## src/hdl/rational_arithmetic_unit_assert.svh

```systemverilog
// Assertion macros for the rational arithmetic unit.
// Used by rational_arithmetic_unit; no other dependencies.
`ifndef RATIONAL_ARITHMETIC_UNIT_ASSERT_SVH
`define RATIONAL_ARITHMETIC_UNIT_ASSERT_SVH
`define RAU_ASSERT_IMPL(label, ante, cons) \
   label: assert property (@(posedge clock) disable iff (reset) (ante) |-> (cons)) \
      else $error("rau assertion failed");
`define RAU_ASSERT_NEXT(label, ante, cons) \
   label: assert property (@(posedge clock) disable iff (reset) (ante) |=> (cons)) \
      else $error("rau assertion failed");
`endif

```

## src/hdl/rau_pkg.sv

```systemverilog
// Package for the rational arithmetic unit: widths, action and status codes, states.
// No dependencies.
`timescale 1ns / 1ps
`default_nettype none
package rau_pkg;
   localparam int WORD_BITS = 32;
   localparam int WIDE_BITS = 2 * WORD_BITS + 2;
   localparam int CNT_BITS  = $clog2(WIDE_BITS + 1);

   typedef enum logic [2:0] {
      ACT_NORM = 3'd0, ACT_ADD = 3'd1, ACT_SUB = 3'd2,
      ACT_MUL = 3'd3, ACT_DIV = 3'd4, ACT_CMP = 3'd5
   } action_type;

   localparam logic [1:0] ST_OK   = 2'd0;
   localparam logic [1:0] ST_ZERO = 2'd1;
   localparam logic [1:0] ST_OVF  = 2'd2;

   typedef enum logic [3:0] {
      S_IDLE, S_MUL1, S_MUL2, S_MUL3, S_COMB, S_GCD, S_DIVN, S_DIVD, S_CHECK, S_OUT
   } state_type;
endpackage
`default_nettype wire

```

## src/hdl/rau_divider.sv

```systemverilog
// Restoring divider for unsigned wide words, one quotient bit per cycle.
// Depends on rau_pkg.
`timescale 1ns / 1ps
`default_nettype none
module rau_divider
   import rau_pkg::*;
(
   input  wire                    clock,
   input  wire                    reset,
   input  wire                    start,
   input  wire [WIDE_BITS-1:0]    dividend,
   input  wire [WIDE_BITS-1:0]    divisor,
   output logic                   busy,
   output logic [WIDE_BITS-1:0]   quotient,
   output logic [WIDE_BITS-1:0]   remainder
);
   logic [WIDE_BITS-1:0] q_ff, q_in, r_ff, r_in, d_ff, d_in;
   logic [CNT_BITS-1:0]  cnt_ff, cnt_in;
   logic                 busy_ff, busy_in;
   logic [WIDE_BITS:0]   trial;

   always_comb begin
      q_in = q_ff; r_in = r_ff; d_in = d_ff; cnt_in = cnt_ff; busy_in = busy_ff;
      trial = {r_ff, q_ff[WIDE_BITS-1]} - {1'b0, d_ff};
      if (start) begin
         q_in = dividend; r_in = '0; d_in = divisor;
         cnt_in = CNT_BITS'(WIDE_BITS); busy_in = 1'b1;
      end else if (busy_ff) begin
         if (!trial[WIDE_BITS]) begin
            r_in = trial[WIDE_BITS-1:0];
            q_in = {q_ff[WIDE_BITS-2:0], 1'b1};
         end else begin
            r_in = {r_ff[WIDE_BITS-2:0], q_ff[WIDE_BITS-1]};
            q_in = {q_ff[WIDE_BITS-2:0], 1'b0};
         end
         cnt_in = cnt_ff - 1'b1;
         if (cnt_ff == CNT_BITS'(1)) busy_in = 1'b0;
      end
   end

   always_ff @(posedge clock) begin
      q_ff <= q_in; r_ff <= r_in; d_ff <= d_in; cnt_ff <= cnt_in;
      if (reset) busy_ff <= 1'b0;
      else busy_ff <= busy_in;
   end

   assign busy      = busy_ff;
   assign quotient  = q_ff;
   assign remainder = r_ff;
endmodule
`default_nettype wire

```

## config.mk

```make
export PLATFORM = sky130hd
export DESIGN_NAME = rau_divider
export DESIGN_NICKNAME = d
export VERILOG_FILES = /design/src/hdl/rational_arithmetic_unit_assert.svh /design/src/hdl/rau_pkg.sv /design/src/hdl/rau_divider.sv
export SDC_FILE = /design/constraint.sdc
export NUM_CORES = 1
export LEC_CHECK = 0
export BUFFER_PORTS_ARGS = -buffer_cell sky130_fd_sc_hd__buf_2
export CORE_MARGIN = 1
export CORE_UTILIZATION = 53
export DETAILED_ROUTE_END_ITERATION = 8
export GPL_TIMING_DRIVEN = 0
export PLACE_DENSITY = 0.8
export SETUP_SLACK_MARGIN = 0.5
export SYNTH_ARGS = -nofsm -noshare
export SYNTH_HDL_FRONTEND = slang
export SYNTH_SLANG_ARGS = --single-unit
```

## constraint.sdc

```tcl
create_clock -name clock -period 5.47 [get_ports clock]
set_clock_uncertainty 0.1 [all_clocks]
set_input_delay 0.8205 -clock clock [delete_from_list [all_inputs] [get_ports clock]]
set_output_delay 0.8205 -clock clock [all_outputs]
set_load 0.02 [all_outputs]
```

Yosys cells after proc, flatten, opt, wreduce, memory -nomap -nowiden
Cells that the tools add are included.

storage, ports and cells
  word-level logic and storage cells = 16
  output and inout bits = 133
  register bits = 206
  input port bits = 135

operators by class
  reductions and logical operators = 1
  mux-type cells = 7
  $add $sub $neg = 2
  equality and inequality tests = 1

operators by type and width
  kind                   number
  $mux W66               3
  $sub A67 B66 Y67       1
  $eq A7 B1 Y1 const B   1
  $sub A7 B1 Y7 const B  1
  $mux W1                4
  $reduce_bool A2 Y1     1

Logic depth before layout (Yosys ltp)
Gate-level depths: netlist of run 1.

  depth in word-level cells = 4
  depth in mapped cells = 16
  mapped depth without buffers = 14

Worst setup path after synthesis of run 1
No wires, ideal clock.

  kind = register -> register
  start = register q_ff[65], in the netlist quotient[65]
  end = register r_ff[64], in the netlist remainder[64]
  arrival time = 3.504 ns
  path slack = 1.803 ns
  period minus slack after synthesis = 3.667 ns
  data required time = 5.307 ns
  library setup time = 0.063 ns
  stages on the path, launching flop included = 16
  cell sequence = edfxtp_1 -> inv_1 -> ha_1 -> inv_1 -> fa_1 -> a21oi_1 -> o21bai_1 -> a21o_2 -> a221oi_2 -> o41a_4 -> o31a_2 -> mux2i_4 -> or2_1 -> buf_4 -> or4_1 -> nand3_1

between the ends
  cells in the longest elaborated chain, start to end = 2

RTL lines
  element                 line               RTL
  start, declared         rau_divider.sv:17  logic [WIDE_BITS-1:0] q_ff, q_in, r_ff, r_in, d_ff, d_in;
  start signal, assigned  rau_divider.sv:42  q_ff <= q_in; r_ff <= r_in; d_ff <= d_in; cnt_ff <= cnt_in;
  $sub A67 B66 Y67        rau_divider.sv:24  trial = {r_ff, q_ff[WIDE_BITS-1]} - {1'b0, d_ff};
  $mux W66                rau_divider.sv:29  if (!trial[WIDE_BITS]) begin
  end signal, assigned    rau_divider.sv:42
  end, declared           rau_divider.sv:17

No other way between the ends.
A chain may end at the register's enable or synchronous reset.

Worst setup path after layout of run 1
Ends and elaborated chain as after synthesis.

==> impl_metrics.py, run 1 <==
metrics = {
    "timing": {
        "drv_slew": 0,
        "rsz0062_at_grt": "no",
        "fin_crit_ns": 4.541,
        "slew-limit-headroom": 0.3252,
        "layout_setup_ws_ns": 0.9285,
        "setup_viol": 0,
        "worst_pin_slew_ns": 1.008,
        "tns_ns": 0,
        "max_freq_mhz": 220.2,
        "hold_viol_final": 0,
        "fin_crit_sh": 0.8303,
    },
    "yosys": {
        "synth.most_common_cell": "nand2_1",
        "synth_top_area_frac": 0.3186,
        "synth_edf_count": 132,
        "synth_seq_area_share": 0.4377,
        "syn-instance-count": 1283,
        "async_reset_ff_frac": 0,
        "yosysWarnings": 0,
        "synthFlopType": "edfxtp_1",
        "netlist_area_um2": 12440,
        "yosysTopAreaCell": "edfxtp_1",
        "syn_nets": 1487,
        "netlist_top_cells_area": "edfxtp_1, dfxtp_1, ha_1",
        "synth_common_cells": "nand2_1, edfxtp_1, a21oi_1",
        "synth_cell_types": 69,
        "synth_seq_cells": 206,
        "syn_area_per_cell_um2": 9.696,
    },
    "final_layout": {
        "syn_to_final_growth_pct": 20.52,
        "multi_input_area_um2": 6330,
        "drive_above_1_share": 0.2558,
        "final_area_um2": 14990,
        "nets": 1781,
        "final_cells": 1909,
        "fillCellCount": 1895,
        "register_area_um2": 5445,
    },
    "global_route": {
        "grt_max_degree": 71,
        "antenna_found_initial": 1,
        "grt_pass1_wl_mm": 55.63,
        "globalRouteOverflowTotal": 0,
        "first_global_vias": 10657,
        "grt_util_all_layers": 0.2926,
    },
    "drt": {
        "wl_per_cell_um": 18.87,
        "viasPerCell": 5.900,
        "dr.max_layer_used": "met4",
        "vias": 11263,
        "ant_nets": 0,
        "wl_met2_mm": 16.96,
        "wl_met1_mm": 14.95,
        "firstDrtPassIters": 6,
        "drcViolationCount": 0,
        "wl_mm": 36.01,
        "met3_wirelength_mm": 2.830,
        "first_iter_violations": 763,
    },
    "clock_network": {
        "ctsRootBufferMaster": "clkbuf_16",
        "htreeDepth": 1,
        "clkSinkCount": 206,
        "clock_path_buffers": 3,
        "insertion_delay_ns": 0.53,
        "cts_buffers": 24,
        "cts_tree": "done",
        "path_clk_slew_ns": 0.06,
        "cts_hold_buf": 0,
        "cts_setup_buffers": 0,
        "post_cts_resized": 0,
    },
    "die": {
        "start_util": 0.5445,
        "pin_count": 268,
        "std_cell_rows": 55,
        "dieHeight_um": 155.2,
        "die_area_um2": 24090,
        "core-area_um2": 22850,
        "die_w_um": 155.2,
    },
    "setup_path": {
        "critPathRequiredTime_ns": 5.84,
        "crit_type": "register to register",
        "r2r-start": "quotient[65]",
        "regToRegEndpoint": "remainder[64]",
        "crit_fanout": 5,
        "cp.arrival_ns": 4.91,
        "worst_setup_path_end_kind": "register",
        "reg2reg_slack_ns": 0.93,
        "critPathLaunchType": "register",
        "reg2reg_depth": 14,
    },
    "min_path": {
        "hold_depth": 2,
        "worstHoldStart": "reset",
        "holdPathEnd": "busy",
        "worstHoldPathType": "primary input to register",
    },
    "placement": {
        "dp_cells": 1864,
        "dp_slack_ns": 0.9936,
        "dpl_cell_area_um2": 14190,
        "place.gp.congestion": 0.9391,
        "dp_hpwl_mm": 27.09,
        "port_buffers": 267,
    },
    "power_and_ir_drop": {
        "ir_drop_v": 0.0002867,
        "p_leak_nw": 6.533,
        "p_per_area_nw_per_um2": 300.7,
        "finalPower_mw": 4.508,
    },
    "status": {
        "status": "finished clean",
    },
    "job": {
        "drv_cap": 0,
    },
}
-- where the power goes --
part | leakage, nW | switching (mW) | internal [mW]
sequential | 1.92 | 0.0797 | 1.80
combinational | 4.23 | 0.624 | 0.381
clock | 0.386 | 0.647 | 0.978
total | 6.53 | 1.35 | 3.16
-- kinds of logic after synthesis --
logic type	share of synthesized area
AO/OA/AOI/OAI	0.1937
XOR/XNOR	0.04013
adder cells (fa/ha/maj)	0.07001
buffers and inverters	0.05341
flip-flops	0.4377
multiplexers	0.06799
AND/OR/NAND/NOR	0.1370
-- worst max-delay path by stage --
stage                 startpoint             to  slack (ns)  depth (start not counted)
floorplan           quotient[65]  remainder[64]        1.80                         15
global placement           start    quotient[9]        0.08                          4
detailed placement  quotient[65]  remainder[64]        0.99                         14
CTS                 quotient[65]  remainder[64]        0.96                         14
global route        quotient[65]  remainder[64]        0.71                         14
finish              quotient[65]  remainder[64]        0.93                         14
-- placed cells by master (no fill, tap or decap), types with 20 or more instances in the layout --
cell / n
a21o_1: 43
a21oi_1: 96
a311oi_1: 30
buf_2: 272
clkbuf_1: 63
clkbuf_16: 24
dfxtp_1: 74
edfxtp_1: 132
ha_1: 68
inv_1: 86
mux2_2: 66
nand2_1: 145
nand3_1: 26
nor2_1: 92
nor3_1: 20
o21ai_0: 55
xnor2_1: 39
-- critical path, stage by stage, from the launching register on --
cell and delay, ns:
edfxtp_1 0.42, inv_1 0.08, ha_1 0.15, inv_1 0.05, fa_1 0.39, a21oi_1 0.20, o21bai_1 0.14, a21oi_1 0.33
nor4b_1 0.12, nor3_1 0.67, o21ai_0 0.44, a211oi_1 0.59, nor4_1 0.16, or4_1 0.53, nand3_1 0.09
-- per-layer routing --
| layer | vias to the layer above | track usage |
|---|---|---|
| met3 | 83 | 0.05487 |
| met1 | 5361 | 0.3683 |
| met4 | 0 | 0.1130 |
| met5 | - | 0 |
| li1 | 5319 | - |
| met2 | 500 | 0.4983 |
-- stage by stage --
stage / util / hold WS (ns)
after floorplan: - / 0.3553
after global placement: 0.6201 / 0.3709
after detailed placement: 0.6211 / 0.3723
after CTS: 0.6561 / 0.3421
after global routing: 0.6562 / 0.3434
final: 0.6562 / 0.3587
-- cell type report --
type / instances / share of cell area
Antenna cell: 1 / 0.0001669
Clock inverter: 12 / 0.009932
Inverter: 87 / 0.02178
Tap cell: 313 / 0.02612
Clock buffer: 32 / 0.04340
Multi-Input combinational cell: 916 / 0.4222
Buffer: 74 / 0.02253
Sequential cell: 206 / 0.3632
Timing Repair Buffer: 268 / 0.09064
-- state kept, by name (all words and copies together), names as in the netlist --
register   cells
d_ff          66
quotient      66
remainder     66
cnt_ff         7
busy           1
(Power assumes the default switching activity.)
==> inputs of run 2 (changes only) <==
--- a/config.mk
+++ b/config.mk
@@ -5,12 +5,13 @@
 export SDC_FILE = /design/constraint.sdc
 export NUM_CORES = 1
 export LEC_CHECK = 0
+export ABC_AREA = 1
 export BUFFER_PORTS_ARGS = -buffer_cell sky130_fd_sc_hd__buf_2
 export CORE_MARGIN = 1
 export CORE_UTILIZATION = 53
 export DETAILED_ROUTE_END_ITERATION = 8
 export GPL_TIMING_DRIVEN = 0
-export PLACE_DENSITY = 0.8
+export PLACE_DENSITY = 0.78
 export SETUP_SLACK_MARGIN = 0.5
 export SYNTH_ARGS = -nofsm -noshare
 export SYNTH_HDL_FRONTEND = slang
==> constraint.sdc (replaced) <==
create_clock -name clock -period 4.31 [get_ports clock]
set_clock_uncertainty 0.1 [all_clocks]
set_input_delay 0.6465 -clock clock [delete_from_list [all_inputs] [get_ports clock]]
set_output_delay 0.6465 -clock clock [all_outputs]
set_load 0.02 [all_outputs]
==> impl_metrics.py, run 2 <==
metrics = {
    "drt": {
        "wl_mm": 49.83,
        "viasPerCell": 5.080,
        "firstDrtPassIters": 6,
        "vias": 15251,
        "first_iter_violations": 1315,
        "ant_nets": 0,
        "drcViolationCount": 0,
        "wl_per_cell_um": 16.60,
    },
    "yosys": {
        "async_reset_ff_frac": 0,
        "synthFlopType": "edfxtp_1",
        "netlist_top_cells_area": "edfxtp_1, nand2_1, inv_1",
        "synth_seq_area_share": 0.3685,
        "synth_compound_area_frac": 0.03269,
        "synth.most_common_cell": "nand2_1",
        "synth_edf_count": 132,
        "syn-instance-count": 2321,
        "synth_cell_types": 35,
        "syn_area_per_cell_um2": 6.366,
        "yosysWarnings": 0,
        "synth_xor_area_frac": 0.02015,
        "synth_common_cells": "nand2_1, inv_1, nand3_1",
        "synthMuxAreaShare": 0,
        "netlist_area_um2": 14780,
        "syn_nets": 2525,
        "yosysTopAreaCell": "edfxtp_1",
        "synthSimpleGateAreaFrac": 0.3817,
        "synth_seq_cells": 206,
        "synth_top_family_by_area": "simple AND/OR/NAND/NOR gates",
        "synth_top_area_frac": 0.2683,
        "synthAdderAreaFrac": 0.05894,
    },
    "placement": {
        "dp_cells": 2961,
        "place.gp.congestion": 1.025,
        "dpl_cell_area_um2": 16600,
        "port_buffers": 267,
        "dp_hpwl_mm": 40.99,
        "dp_slack_ns": 0.1458,
    },
    "job": {
        "drv_cap": 0,
    },
    "clock_network": {
        "clkSinkCount": 206,
        "cts_buffers": 22,
        "ctsRootBufferMaster": "clkbuf_16",
        "cts_hold_buf": 0,
        "clock_path_buffers": 3,
        "cts_tree": "done",
        "cts_setup_buffers": 0,
        "post_cts_resized": 0,
        "path_clk_slew_ns": 0.06,
        "insertion_delay_ns": 0.52,
        "htreeDepth": 1,
    },
    "setup_path": {
        "critPathLaunchType": "primary input",
        "worst_setup_path_end_kind": "register",
        "crit_type": "primary input to register",
        "critPathLaunch": "start",
        "r2r-start": "quotient[65]",
        "reg2reg_slack_ns": 0.94,
        "critPathRequiredTime_ns": 4.46,
        "cp.arrival_ns": 3.83,
        "crit_fanout": 70,
    },
    "final_layout": {
        "final_util": 0.6374,
        "syn_to_final_growth_pct": 17.24,
        "final_cells": 3002,
        "final_cell_mix": "nand2_1, inv_1, buf_2",
        "final_common_cell": "nand2_1",
        "final_area_um2": 17320,
        "fillCellCount": 2618,
        "drive_above_1_share": 0.1297,
        "nets": 2817,
    },
    "power_and_ir_drop": {
        "p_leak_nw": 9.965,
        "ir_drop_v": 0.0003082,
        "p_per_area_nw_per_um2": 285.1,
    },
    "timing": {
        "layout_setup_ws_ns": 0.6224,
        "setup_viol": 0,
        "max_freq_mhz": 271.2,
        "slew-limit-headroom": 0.1526,
        "rsz0062_at_grt": "no",
        "fin_crit_sh": 0.8556,
        "fin_crit_ns": 3.688,
        "hold_viol_final": 0,
        "worst_pin_slew_ns": 1.266,
        "drv_slew": 0,
        "tns_ns": 0,
    },
    "die": {
        "die_area_um2": 28550,
        "core-area_um2": 27180,
        "pin_count": 268,
        "std_cell_rows": 60,
        "die_w_um": 169.0,
        "start_util": 0.5437,
        "dieHeight_um": 169.0,
    },
    "min_path": {
        "worstHoldPathType": "primary input to register",
        "worstHoldStart": "divisor[51]",
    },
    "global_route": {
        "grt_util_all_layers": 0.3479,
        "first_global_vias": 14698,
        "grt_max_degree": 71,
        "globalRouteOverflowTotal": 0,
        "grt_pass1_wl_mm": 76.20,
        "antenna_found_initial": 1,
    },
    "status": {
        "status": "finished clean",
    },
}
[run 2: cell count changes after synthesis, sizes merged, moves of 10 or more]
cell,before,now
a211oi,10,0
a21o,44,0
a21oi,96,64
a311oi,43,0
a31oi,12,0
clkbuf,57,26
inv,87,483
mux2,66,0
nand2,145,998
nand3,26,197
nor2,92,151
o21ai,58,25
o21bai,17,3
xnor2,39,24
[run 2: critical path, stage by stage]
cell and delay, ns:
buf_4 0.39, nor2_1 1.09, clkbuf_1 0.57, clkbuf_1 0.45, inv_2 0.30, buf_12 0.27
[run 2: final cells by class]
type	count	area, µm²	share of cell area
timing repair buffer	268	1359	0.07844
inverter	483	1813	0.1047
antenna	1	2.502	0.0001445
tap	372	465.4	0.02687
clock inverter	12	116.4	0.006717
multi-input combinational	1585	7292	0.4209
clock buffer	28	604.3	0.03489
buffer	47	225.2	0.01300
sequential	206	5445	0.3143
[run 2: cell families after synthesis]
family	Yosys count
fa+ha+maj	69
buf+inv	530
xor+xnor	34
simple gates	1388
compound gates	94
flops	206
[run 2: layer usage]
metal  share of wire  up-vias  global-route usage
li1                -     7638                   -
met1            0.42     6918              0.4401
met2            0.46      601              0.5889
met5               0        -                   0
met3           0.076       94             0.05331
met4           0.044        0              0.1506
[run 2: worst paths after layout]
| kind | end | cells after the start |
|---|---|---|
| max | quotient[19] | 6 |
| min | d_ff[51] | 1 |
| max reg2reg | remainder[56] | 17 |
| min reg2reg | remainder[59] | 2 |
[run 2: power breakdown]
part	total [mW]	switching, mW	internal [mW]
clock	1.92	0.808	1.11
sequential	2.30	0.0589	2.24
combinational	0.714	0.486	0.228
total	4.94	1.35	3.59
[run 2: metrics by stage]
| stage | hold slack (ns) | total power [mW] |
|---|---|---|
| 6_report | 0.1934 | 4.940 |
| 5_1_grt | 0.1780 | 5.108 |
| 4_1_cts | 0.1803 | 4.943 |
| 3_5_place_dp | 0.3813 | 3.045 |
| 3_3_place_gp | 0.3646 | 3.024 |
| 2_1_floorplan | 0.3535 | 2.760 |
==> inputs of run 3 (changes only) <==
--- a/config.mk
+++ b/config.mk
@@ -11,7 +11,7 @@
 export CORE_UTILIZATION = 53
 export DETAILED_ROUTE_END_ITERATION = 8
 export GPL_TIMING_DRIVEN = 0
-export PLACE_DENSITY = 0.78
+export PLACE_DENSITY = 0.73
 export SETUP_SLACK_MARGIN = 0.5
 export SYNTH_ARGS = -nofsm -noshare
 export SYNTH_HDL_FRONTEND = slang
==> impl_metrics.py, run 3 (synthesis gave the netlist of run 2 again) <==
metrics = {
    "status": {
        "status": "finished clean",
    },
    "timing": {
        "fin_crit_ns": 3.506,
        "hold_viol_final": 0,
        "slew-limit-headroom": 0.2686,
        "drv_slew": 0,
        "worst_pin_slew_ns": 1.093,
        "layout_setup_ws_ns": 0.8038,
        "tns_ns": 0,
        "rsz0062_at_grt": "no",
        "fin_crit_sh": 0.8135,
        "max_freq_mhz": 285.2,
        "setup_viol": 0,
    },
    "min_path": {
        "hold_depth": 2,
        "worstHoldPathType": "primary input to register",
        "holdPathEnd": "busy",
        "worstHoldStart": "reset",
    },
    "global_route": {
        "globalRouteOverflowTotal": 0,
        "antenna_found_initial": 0,
        "grt_util_all_layers": 0.3355,
        "grt_pass1_wl_mm": 73.81,
        "grt_max_degree": 71,
        "first_global_vias": 14156,
    },
    "clock_network": {
        "ctsRootBufferMaster": "clkbuf_16",
        "clock_path_buffers": 3,
        "path_clk_slew_ns": 0.06,
        "post_cts_resized": 0,
        "insertion_delay_ns": 0.53,
        "cts_tree": "done",
        "clkSinkCount": 206,
        "htreeDepth": 1,
        "cts_setup_buffers": 0,
        "cts_hold_buf": 0,
        "cts_buffers": 23,
    },
    "die": {
        "pin_count": 268,
        "dieHeight_um": 169.0,
        "std_cell_rows": 60,
        "start_util": 0.5437,
        "die_area_um2": 28550,
        "die_w_um": 169.0,
        "core-area_um2": 27180,
    },
    "drt": {
        "vias": 15062,
        "ant_nets": 0,
        "first_iter_violations": 1202,
        "firstDrtPassIters": 6,
        "wl_mm": 48.26,
        "viasPerCell": 5.016,
        "wl_per_cell_um": 16.07,
        "drcViolationCount": 0,
    },
    "power_and_ir_drop": {
        "p_leak_nw": 9.948,
        "cellInternalPower_mw": 3.540,
        "netSwitchingPower_mw": 1.330,
        "ir_drop_v": 0.0002788,
        "p_clk_frac": 0.383,
        "finalPower_mw": 4.870,
        "p_sw_frac": 0.2731,
        "pwr-share-comb": 0.145,
        "seq_power_share": 0.473,
        "p_per_area_nw_per_um2": 281.5,
    },
    "final_layout": {
        "nets": 2818,
        "final_cell_mix": "nand2_1, inv_1, buf_2",
        "drive_above_1_share": 0.1285,
        "antennaDiodeCount": 0,
        "final_common_cell": "nand2_1",
        "syn_to_final_growth_pct": 17.08,
    },
    "setup_path": {
        "max_stage_delay_ns": 0.95,
        "r2r-start": "quotient[65]",
        "crit_type": "primary input to register",
        "reg2reg_slack_ns": 0.98,
        "path_buf_inv": 5,
        "crit_fanout": 70,
        "path_depth": 6,
        "cp.arrival_ns": 3.66,
        "reg2reg_depth": 17,
        "critPathLaunchType": "primary input",
        "critPathRequiredTime_ns": 4.46,
        "path_cells": "buf_4, nor2_1, clkbuf_1, clkbuf_1, inv_2, buf_12",
        "cp_top_family": "buffers and inverters",
        "critical_path.slowest_cell": "nor2_1",
        "cpMostUsedCell": "clkbuf_1",
        "worst_setup_path_end_kind": "register",
        "regToRegEndpoint": "remainder[60]",
    },
    "placement": {
        "dp_slack_ns": 0.2789,
        "port_buffers": 267,
        "dp_hpwl_mm": 39.73,
        "place.gp.congestion": 1.003,
    },
    "job": {
        "drv_cap": 0,
    },
}
## run 3: area by class of cell
class | instances | area [µm²]
flip-flops and latches | 206 | 5445
inverters | 483 | 1813
clock buffers | 34 | 626.9
clock inverters | 8 | 72.57
fillers | 2617 | 9877
multi-input cells | 1585 | 7292
plain buffers | 47 | 225.2
repair buffers | 268 | 1359
well taps | 372 | 465.4
## run 3: worst max-delay path by stage
stage	start	end	slack, ns
final	start	quotient[12]	0.80
after global routing	start	quotient[12]	0.69
after CTS	start	quotient[11]	0.82
after detailed placement	start	quotient[10]	0.28
after global placement	start	quotient[11]	-1.30
after floorplan	start	quotient[0]	1.35
## run 3: per-stage QoR
| stage | utilization | std cells | hold WS (ns) | area (µm²) |
|---|---|---|---|---|
| 6_report | 0.6366 | 3003 | 0.1861 | 17300 |
| 5_1_grt | 0.6366 | 3003 | 0.1723 | 17300 |
| 4_1_cts | 0.6366 | 3003 | 0.1792 | 17300 |
| 3_5_place_dp | 0.6108 | 2961 | 0.3754 | 16600 |
| 3_3_place_gp | 0.6100 | 2960 | 0.3646 | 16580 |
| 2_1_floorplan | - | 2321 | 0.3535 | 14780 |
## run 3: metal layers
| metal | GRT usage | up-vias | wire [µm] |
|---|---|---|---|
| li1 | - | 7633 | - |
| met1 | 0.4260 | 6771 | 20050 |
| met2 | 0.5762 | 573 | 22350 |
| met3 | 0.05401 | 85 | 4093 |
| met4 | 0.1182 | 0 | 1775 |
| met5 | 0 | - | 0 |
## run 3: power groups by stage
| stage | sequential (mW) | combinational (mW) | clock, mW |
|---|---|---|---|
| after floorplan | 2.41 | 0.346 | 0 |
| after global placement | 2.34 | 0.677 | 0 |
| after detailed placement | 2.34 | 0.698 | 0 |
| after CTS | 2.30 | 0.699 | 1.88 |
| after global routing | 2.31 | 0.773 | 1.96 |
| final | 2.30 | 0.705 | 1.86 |
